--- src/design/retrk_pkg.sv ---
package retrk_pkg;

    // Datapath widths.
    localparam int VALUE_WIDTH = 32;
    localparam int SUM_WIDTH   = VALUE_WIDTH + 1;
    localparam int STEP_WIDTH  = VALUE_WIDTH - 1;
    localparam int HOLD_WIDTH  = 24;
    localparam int KIND_WIDTH  = 2;
    localparam int INDEX_WIDTH = 3;

    // Stream word layouts, padded to whole bytes.
    localparam int IN_DATA_WIDTH  = ((VALUE_WIDTH + 3 + 7) / 8) * 8;
    localparam int OUT_DATA_WIDTH = ((VALUE_WIDTH + 2 + 7) / 8) * 8;

    // Register reset values.
    localparam logic [VALUE_WIDTH-1:0] MIN_RESET  = VALUE_WIDTH'(0);
    localparam logic [VALUE_WIDTH-1:0] MAX_RESET  = VALUE_WIDTH'(6553600);
    localparam logic [STEP_WIDTH-1:0]  STEPN_RESET = STEP_WIDTH'(65536);
    localparam logic [STEP_WIDTH-1:0]  STEPP_RESET = STEP_WIDTH'(655360);
    localparam logic [HOLD_WIDTH-1:0]  HOLD_RESET = HOLD_WIDTH'(100);

    // Item kinds; code 3 is unused and leaves the state alone.
    typedef enum logic [KIND_WIDTH-1:0] {
        KIND_TICK = 2'd0,
        KIND_LOAD = 2'd1,
        KIND_ADD  = 2'd2
    } kind_t;

    // Configuration register indexes.
    typedef enum logic [INDEX_WIDTH-1:0] {
        REG_MIN_VALUE   = 3'd0,
        REG_MAX_VALUE   = 3'd1,
        REG_STEP_NORMAL = 3'd2,
        REG_STEP_PUSHED = 3'd3,
        REG_HOLD_TICKS  = 3'd4,
        REG_WRAP_MODE   = 3'd5
    } reg_index_t;

    // Configuration register file.
    typedef struct packed {
        logic [VALUE_WIDTH-1:0] min_value;
        logic [VALUE_WIDTH-1:0] max_value;
        logic [STEP_WIDTH-1:0]  step_normal;
        logic [STEP_WIDTH-1:0]  step_pushed;
        logic [HOLD_WIDTH-1:0]  hold_ticks;
        logic                   wrap_mode;
    } cfg_t;

endpackage

--- src/design/rotary_encoder_value_tracker_top.sv ---
// Path: an accepted word waits in the input register, and its result is written to the result
// register when the word moves on, and is then valid on the master side.
// Throughput: one word per cycle while results are taken; the input and result registers form a
// two-stage pipeline, so a new word is taken whenever the input register is empty or moving on.
// Reset (rst_n low, asynchronous) empties both stages, loads the register defaults,
// clears value, hold counter, pushed and edge flags, and sets the last A level to one.
module rotary_encoder_value_tracker_top
    import retrk_pkg::*;
(
    input  logic                      clk,
    input  logic                      rst_n,
    // Input stream.
    input  logic                      s_tvalid,
    output logic                      s_tready,
    input  logic [IN_DATA_WIDTH-1:0]  s_tdata,   // pin_a, pin_b, switch_level, operand[31:0]
    input  logic [KIND_WIDTH-1:0]     s_tuser,   // kind
    // Result stream.
    output logic                      m_tvalid,
    input  logic                      m_tready,
    output logic [OUT_DATA_WIDTH-1:0] m_tdata,   // changed, value[31:0], pushed
    // Configuration writes.
    input  logic                      cfg_valid,
    output logic                      cfg_ready,
    input  logic [INDEX_WIDTH-1:0]    cfg_index,
    input  logic [VALUE_WIDTH-1:0]    cfg_data
);

    cfg_t                   cfg_reg;

    logic                   in_valid_reg;
    kind_t                  in_kind_reg;
    logic                   in_a_reg;
    logic                   in_b_reg;
    logic                   in_sw_reg;
    logic [VALUE_WIDTH-1:0] in_operand_reg;

    logic [VALUE_WIDTH-1:0] value_reg;
    logic [VALUE_WIDTH-1:0] value_next;
    logic [HOLD_WIDTH-1:0]  hold_reg;
    logic [HOLD_WIDTH-1:0]  hold_next;
    logic                   press_reg;
    logic                   press_next;
    logic                   pending_reg;
    logic                   pending_next;
    logic                   last_a_reg;
    logic                   last_a_next;
    logic                   changed_next;

    logic                   out_valid_reg;
    logic                   out_changed_reg;
    logic [VALUE_WIDTH-1:0] out_value_reg;
    logic                   out_pushed_reg;

    logic                   advance;
    logic                   apply_range;
    logic signed [SUM_WIDTH-1:0] cand;
    logic signed [SUM_WIDTH-1:0] min_ext;
    logic signed [SUM_WIDTH-1:0] max_ext;
    logic signed [SUM_WIDTH-1:0] lo;
    logic signed [SUM_WIDTH-1:0] hi;
    logic signed [SUM_WIDTH-1:0] cur_ext;
    logic signed [SUM_WIDTH-1:0] opd_ext;
    logic signed [SUM_WIDTH-1:0] step_ext;
    logic signed [SUM_WIDTH-1:0] ranged;

    // Handshakes.
    assign advance   = in_valid_reg && (!out_valid_reg || m_tready);
    assign s_tready  = !in_valid_reg || advance;
    assign cfg_ready = 1'b1;
    assign m_tvalid  = out_valid_reg;
    assign m_tdata   = {{(OUT_DATA_WIDTH - VALUE_WIDTH - 2){1'b0}},
                        out_pushed_reg, out_value_reg, out_changed_reg};

    // Configuration register writes.
    always_ff @(posedge clk or negedge rst_n)
    begin
        if (!rst_n)
        begin
            cfg_reg.min_value   <= MIN_RESET;
            cfg_reg.max_value   <= MAX_RESET;
            cfg_reg.step_normal <= STEPN_RESET;
            cfg_reg.step_pushed <= STEPP_RESET;
            cfg_reg.hold_ticks  <= HOLD_RESET;
            cfg_reg.wrap_mode   <= 1'b0;
        end
        else if (cfg_valid && cfg_ready)
        begin
            unique case (reg_index_t'(cfg_index))
                REG_MIN_VALUE:   cfg_reg.min_value   <= cfg_data;
                REG_MAX_VALUE:   cfg_reg.max_value   <= cfg_data;
                REG_STEP_NORMAL: cfg_reg.step_normal <= cfg_data[STEP_WIDTH-1:0];
                REG_STEP_PUSHED: cfg_reg.step_pushed <= cfg_data[STEP_WIDTH-1:0];
                REG_HOLD_TICKS:  cfg_reg.hold_ticks  <= cfg_data[HOLD_WIDTH-1:0];
                REG_WRAP_MODE:   cfg_reg.wrap_mode   <= cfg_data[0];
                default:         ;
            endcase
        end
    end

    // Input register.
    always_ff @(posedge clk or negedge rst_n)
    begin
        if (!rst_n)
        begin
            in_valid_reg <= 1'b0;
        end
        else if (s_tready)
        begin
            in_valid_reg <= s_tvalid;
        end
    end

    always_ff @(posedge clk)
    begin
        if (s_tvalid && s_tready)
        begin
            in_kind_reg    <= kind_t'(s_tuser);
            in_a_reg       <= s_tdata[0];
            in_b_reg       <= s_tdata[1];
            in_sw_reg      <= s_tdata[2];
            in_operand_reg <= s_tdata[VALUE_WIDTH+2:3];
        end
    end

    // Ordered bounds, one bit wider than the value.
    assign min_ext = SUM_WIDTH'(signed'(cfg_reg.min_value));
    assign max_ext = SUM_WIDTH'(signed'(cfg_reg.max_value));
    assign lo      = (min_ext < max_ext) ? min_ext : max_ext;
    assign hi      = (min_ext < max_ext) ? max_ext : min_ext;
    assign cur_ext = SUM_WIDTH'(signed'(value_reg));
    assign opd_ext = SUM_WIDTH'(signed'(in_operand_reg));
    assign step_ext = press_next
                    ? signed'({{(SUM_WIDTH - STEP_WIDTH){1'b0}}, cfg_reg.step_pushed})
                    : signed'({{(SUM_WIDTH - STEP_WIDTH){1'b0}}, cfg_reg.step_normal});

    // Switch, edge and candidate value for the word in the input register.
    always_comb
    begin
        hold_next    = hold_reg;
        press_next   = press_reg;
        pending_next = pending_reg;
        last_a_next  = last_a_reg;
        changed_next = 1'b0;
        apply_range  = 1'b0;
        cand         = cur_ext;
        unique case (in_kind_reg)
            KIND_TICK:
            begin
                if (!in_sw_reg)
                begin
                    hold_next  = cfg_reg.hold_ticks;
                    press_next = 1'b1;
                end
                else if ((hold_reg != '0) && press_reg)
                begin
                    hold_next = hold_reg - HOLD_WIDTH'(1);
                end
                else
                begin
                    press_next = 1'b0;
                end
                if (pending_reg)
                begin
                    if (in_a_reg && last_a_reg)
                    begin
                        apply_range  = 1'b1;
                        changed_next = 1'b1;
                        cand = in_b_reg ? (cur_ext + step_ext) : (cur_ext - step_ext);
                    end
                    pending_next = 1'b0;
                end
                else if (in_a_reg != last_a_reg)
                begin
                    pending_next = 1'b1;
                end
                last_a_next = in_a_reg;
            end
            KIND_LOAD:
            begin
                apply_range = 1'b1;
                cand        = opd_ext;
            end
            KIND_ADD:
            begin
                apply_range = 1'b1;
                cand        = cur_ext + opd_ext;
            end
            default: ;
        endcase
    end

    // Clamp or wrap to the bounds.
    always_comb
    begin
        priority if (cand < lo)
        begin
            ranged = cfg_reg.wrap_mode ? hi : lo;
        end
        else if (cand > hi)
        begin
            ranged = cfg_reg.wrap_mode ? lo : hi;
        end
        else
        begin
            ranged = cand;
        end
        value_next = apply_range ? ranged[VALUE_WIDTH-1:0] : value_reg;
    end

    // Tracker state.
    always_ff @(posedge clk or negedge rst_n)
    begin
        if (!rst_n)
        begin
            value_reg   <= '0;
            hold_reg    <= '0;
            press_reg   <= 1'b0;
            pending_reg <= 1'b0;
            last_a_reg  <= 1'b1;
        end
        else if (advance)
        begin
            value_reg   <= value_next;
            hold_reg    <= hold_next;
            press_reg   <= press_next;
            pending_reg <= pending_next;
            last_a_reg  <= last_a_next;
        end
    end

    // Result register.
    always_ff @(posedge clk or negedge rst_n)
    begin
        if (!rst_n)
        begin
            out_valid_reg <= 1'b0;
        end
        else if (advance)
        begin
            out_valid_reg <= 1'b1;
        end
        else if (m_tready)
        begin
            out_valid_reg <= 1'b0;
        end
    end

    always_ff @(posedge clk)
    begin
        if (advance)
        begin
            out_changed_reg <= changed_next;
            out_value_reg   <= value_next;
            out_pushed_reg  <= press_next;
        end
    end

endmodule

--- config.mk ---
export PLATFORM = sky130hd
export DESIGN_NAME = rotary_encoder_value_tracker_top
export DESIGN_NICKNAME = d
export VERILOG_FILES = /design/src/design/retrk_pkg.sv /design/src/design/rotary_encoder_value_tracker_top.sv
export SDC_FILE = /design/constraint.sdc
export NUM_CORES = 1
export LEC_CHECK = 0
export BUFFER_PORTS_ARGS = -buffer_cell sky130_fd_sc_hd__buf_4
export CORE_ASPECT_RATIO = 1.1
export CORE_MARGIN = 2
export CORE_UTILIZATION = 53
export CTS_CLUSTER_DIAMETER = 200
export CTS_CLUSTER_SIZE = 20
export DETAILED_ROUTE_END_ITERATION = 7
export HOLD_SLACK_MARGIN = 0.12
export PLACE_DENSITY = 0.71
export SKIP_LAST_GASP = 1
export SLEW_MARGIN = 40
export SYNTH_ARGS = -nofsm -noshare
export SYNTH_HDL_FRONTEND = slang
export SYNTH_SLANG_ARGS = --single-unit
--- constraint.sdc ---
create_clock -name clk -period 10 [get_ports clk]
set_input_delay 2 -clock clk [delete_from_list [all_inputs] [get_ports clk]]
set_output_delay 2 -clock clk [all_outputs]
set_load 0.1 [all_outputs]
==> results.py <==
metrics = {
    "placed_design": {
        "dp_slack_ns": 0.5463,
        "gp_congestion": 0.8953,
        "dp_hpwl_um": 47000,
        "io_buffers": 112,
    },
    "yosys": {
        "yosysWarnings": 0,
        "syn_area_sq_um": 20880,
        "synth_edf_count": 71,
        "synth-async-reset-ratio_pct": 74.91,
        "ys_seq_area_share_pct": 35.68,
        "synth_top_area_share_pct": 24.21,
        "syn_avg_cell_area_sq_um": 9.311,
        "ys_ff_latch": 283,
        "dominantRegCellSynth": "dfrtp_1",
        "ys_top_cells_by_area": "dfrtp_1 24%, ha_1 10%, edfxtp_1 10%",
        "synth_cells": 2242,
        "ys_types": 83,
        "yosysTopAreaCell": "dfrtp_1",
    },
    "global_routing": {
        "grt.overflow.total": 0,
        "grt_pass1_vias": 16970,
        "grt_use_total_pct": 28.91,
        "antenna_found_initial": 1,
        "grt_pass1_wl_um": 94190,
        "grt_max_degree": 78,
    },
    "power_and_ir_drop": {
        "p_seq_share_pct": 23.0,
        "pwr-share-clk_pct": 9.4,
        "p_int_mw": 4.039,
        "switching_power_mw": 4.050,
        "power_leakage_nw": 10.10,
        "p_sw_share_pct": 50.07,
        "comb_power_share_pct": 67.7,
        "p_per_area_nw_per_um2": 349.9,
        "peakVddDrop_mv": 0.2750,
    },
    "clocking": {
        "cts-root-buf": "clkbuf_16",
        "htreeDepth": 1,
        "tritoncts": "yes",
        "clock_latency_ns": 0.55,
        "cts_made_buffers": 18,
        "cts_sinks": 283,
        "cts_max_path_buffers": 3,
        "path_clk_slew_ns": 0.09,
    },
    "sta": {
        "fin_skew_ns": 0.03524,
        "setup_slack_ns": 0.4354,
        "setup_viol": 0,
        "slew_headroom_pct": 44.13,
        "period_minus_slack_ns": 9.565,
        "slew_violations": 0,
        "finalCritPeriodShare_pct": 95.65,
        "setup_tns_ns": 0,
        "tightest_slew_ns": 0.8329,
        "rsz0062_at_grt": "false",
        "hold_viol": 0,
        "fmax_mhz": 104.6,
    },
    "flow_run": {
        "cap_violations": 0,
    },
    "critical_path": {
        "worstPathRequired_ns": 10.42,
        "reg2reg_to": "out_value_reg[10]",
        "crit_type": "flip-flop to flip-flop",
        "cp_slowest_cell": "or4_4",
        "r2r_slack_ns": 0.44,
        "cpPeakStageDelay_ns": 0.58,
        "reg2reg_depth": 37,
        "cp-end-kind": "flip-flop",
        "worst_ep_arrival_time_ns": 9.98,
        "reg2reg_from": "hold_reg[16]",
        "cp_max_fo": 14,
        "cp-start-kind": "flip-flop",
    },
    "drt": {
        "routedWlPerCell_um": 21.17,
        "viasPerCell": 6.180,
        "drc": 0,
        "firstDrtPassIters": 5,
        "first_iter_violations": 1211,
        "via_count": 17670,
        "drtAntennaViolNets": 0,
        "drt_wl_total_um": 60510,
    },
    "floorplan": {
        "die_h_um": 212.2,
        "die_x_um": 193.2,
        "coreArea_sq_um": 38990,
        "start_util_pct": 53.55,
        "rows": 76,
        "die_area_sq_um": 40990,
        "io_pins": 125,
    },
    "status": {
        "status": "finished clean",
    },
    "hold_path": {
        "min_path_cells": 1,
        "hold_start": "in_valid_reg",
        "min_to": "m_tvalid",
        "hold_class": "flip-flop to flip-flop",
    },
    "finish": {
        "nets": 2597,
        "fillCellCount": 3413,
        "drive_gt1_share_pct": 17.86,
        "area_growth_pct": 10.75,
        "layout_commonest_cell": "dfrtp_1",
        "mostFrequentLayoutCells": "202 x dfrtp_1, 198 x nand2_1, 181 x a21oi_1, 178 x o21ai_0, 176 x buf_4",
        "diodes": 0,
        "utilization_pct": 59.30,
        "largest_reg_flops": 151,
    },
}
## per-stage QoR
step / area, sq um / hold WS (ns) / power (mW) / std cells
floorplan: 20900 / 0.4487 / 5.564 / 2247
global placement: 22520 / 0.4551 / 7.087 / 2824
detailed placement: 22560 / 0.4855 / 7.220 / 2826
CTS: 23090 / 0.5084 / 8.003 / 2858
global route: 23120 / 0.5294 / 8.647 / 2859
finish: 23120 / 0.5019 / 8.090 / 2859
## kinds of logic (layout without fill, tap and decap cells)
| group | Yosys count | count (layout) | synth area share [%] |
|---|---|---|---|
| AOI/OAI and AO/OA | 623 | 623 | 18.71 |
| xor gates and xnor gates | 76 | 76 | 3.189 |
| adders and majority gates | 175 | 175 | 10.56 |
| buffers and inverters | 193 | 298 | 3.752 |
| DFF | 283 | 283 | 35.68 |
| muxes | 278 | 278 | 14.36 |
| other | 2 | 7 | 0.03597 |
| and+or+nand+nor | 612 | 612 | 13.71 |
## synthesized netlist by cell type (11+ instances only)
| cell type | instances |
|---|---|
| buf_2 | 11 |
| nand2b_1 | 20 |
| a211oi_1 | 13 |
| a31oi_1 | 24 |
| o211ai_1 | 18 |
| xor2_1 | 24 |
| nand2_1 | 198 |
| o21bai_1 | 13 |
| a221oi_1 | 21 |
| o21a_1 | 13 |
| o31ai_1 | 16 |
| clkbuf_1 | 81 |
| a21oi_1 | 182 |
| nand4_1 | 32 |
| nand3_1 | 50 |
| or3_1 | 21 |
| o22ai_1 | 13 |
| ha_1 | 173 |
| xnor2_1 | 52 |
| mux2i_1 | 106 |
| nor2_1 | 171 |
| inv_1 | 79 |
| nor3_1 | 44 |
| dfrtp_1 | 202 |
| and2_1 | 17 |
| mux2_2 | 172 |
| edfxtp_1 | 71 |
| o21ai_0 | 178 |
| a21o_1 | 38 |
## critical path, delay by kind of cell, from the launching register on
family                   cells  cell delay (ns)
AO/OA/AOI/OAI               14             3.36
XOR/XNOR                     3             0.73
adder cells (fa/ha/maj)      3             0.84
buffers and inverters        4             0.62
flip-flops                   1             0.45
multiplexers                 2             0.56
AND/OR/NAND/NOR             11             2.89
## worst max path at each step
| stage | cells past startpoint | slack [ns] | start | end |
|---|---|---|---|---|
| after floorplan | 38 | 0.77 | hold_reg[16] | out_value_reg[16] |
| after global placement | 34 | 0.56 | hold_reg[16] | out_value_reg[10] |
| after detailed placement | 32 | 0.55 | hold_reg[16] | out_value_reg[31] |
| after CTS | 32 | 0.52 | hold_reg[16] | out_value_reg[31] |
| after global routing | 36 | 0.01 | hold_reg[16] | out_value_reg[5] |
| final | 37 | 0.44 | hold_reg[16] | out_value_reg[10] |
## area by class of cell
| class | count | area [sq um] | area share (%) |
|---|---|---|---|
| multi-input cells | 1771 | 12760 | 55.21 |
| repair buffers | 184 | 1433 | 6.196 |
| clock buffers | 30 | 495.5 | 2.143 |
| clock inverters | 2 | 36.28 | 0.1569 |
| inverters | 82 | 307.8 | 1.331 |
| well taps | 507 | 634.4 | 2.744 |
| flip-flops and latches | 283 | 7450 | 32.22 |
## power by group through the flow
stage | registers [mW] | clock network [mW] | logic (mW)
finish | 1.86 | 0.758 | 5.48
global route | 1.90 | 0.825 | 5.92
CTS | 1.85 | 0.780 | 5.38
detailed placement | 1.87 | 0 | 5.35
global placement | 1.85 | 0 | 5.24
floorplan | 2.20 | 0 | 3.36
## timing repair
action | in CTS | in global routing
endpoints found under the setup margin | 0 | 10
hold endpoints to repair | 0 | 0
resized for setup | 0 | 4
setup buffers | 0 | 0
hold buffers | 0 | 0
## per-layer routing
layer / global-route usage [%] / routed length (um) / part of all wire, % / vias to the layer above
li1: - / - / - / 8512
met2: 47.87 / 28040 / 46 / 539
met4: 8.739 / 1763 / 2.9 / 2
met5: 0 / 13 / 0.021 / -
met1: 40.02 / 27290 / 45 / 8524
met3: 3.284 / 3404 / 5.6 / 93
(Power assumes the default switching activity.)
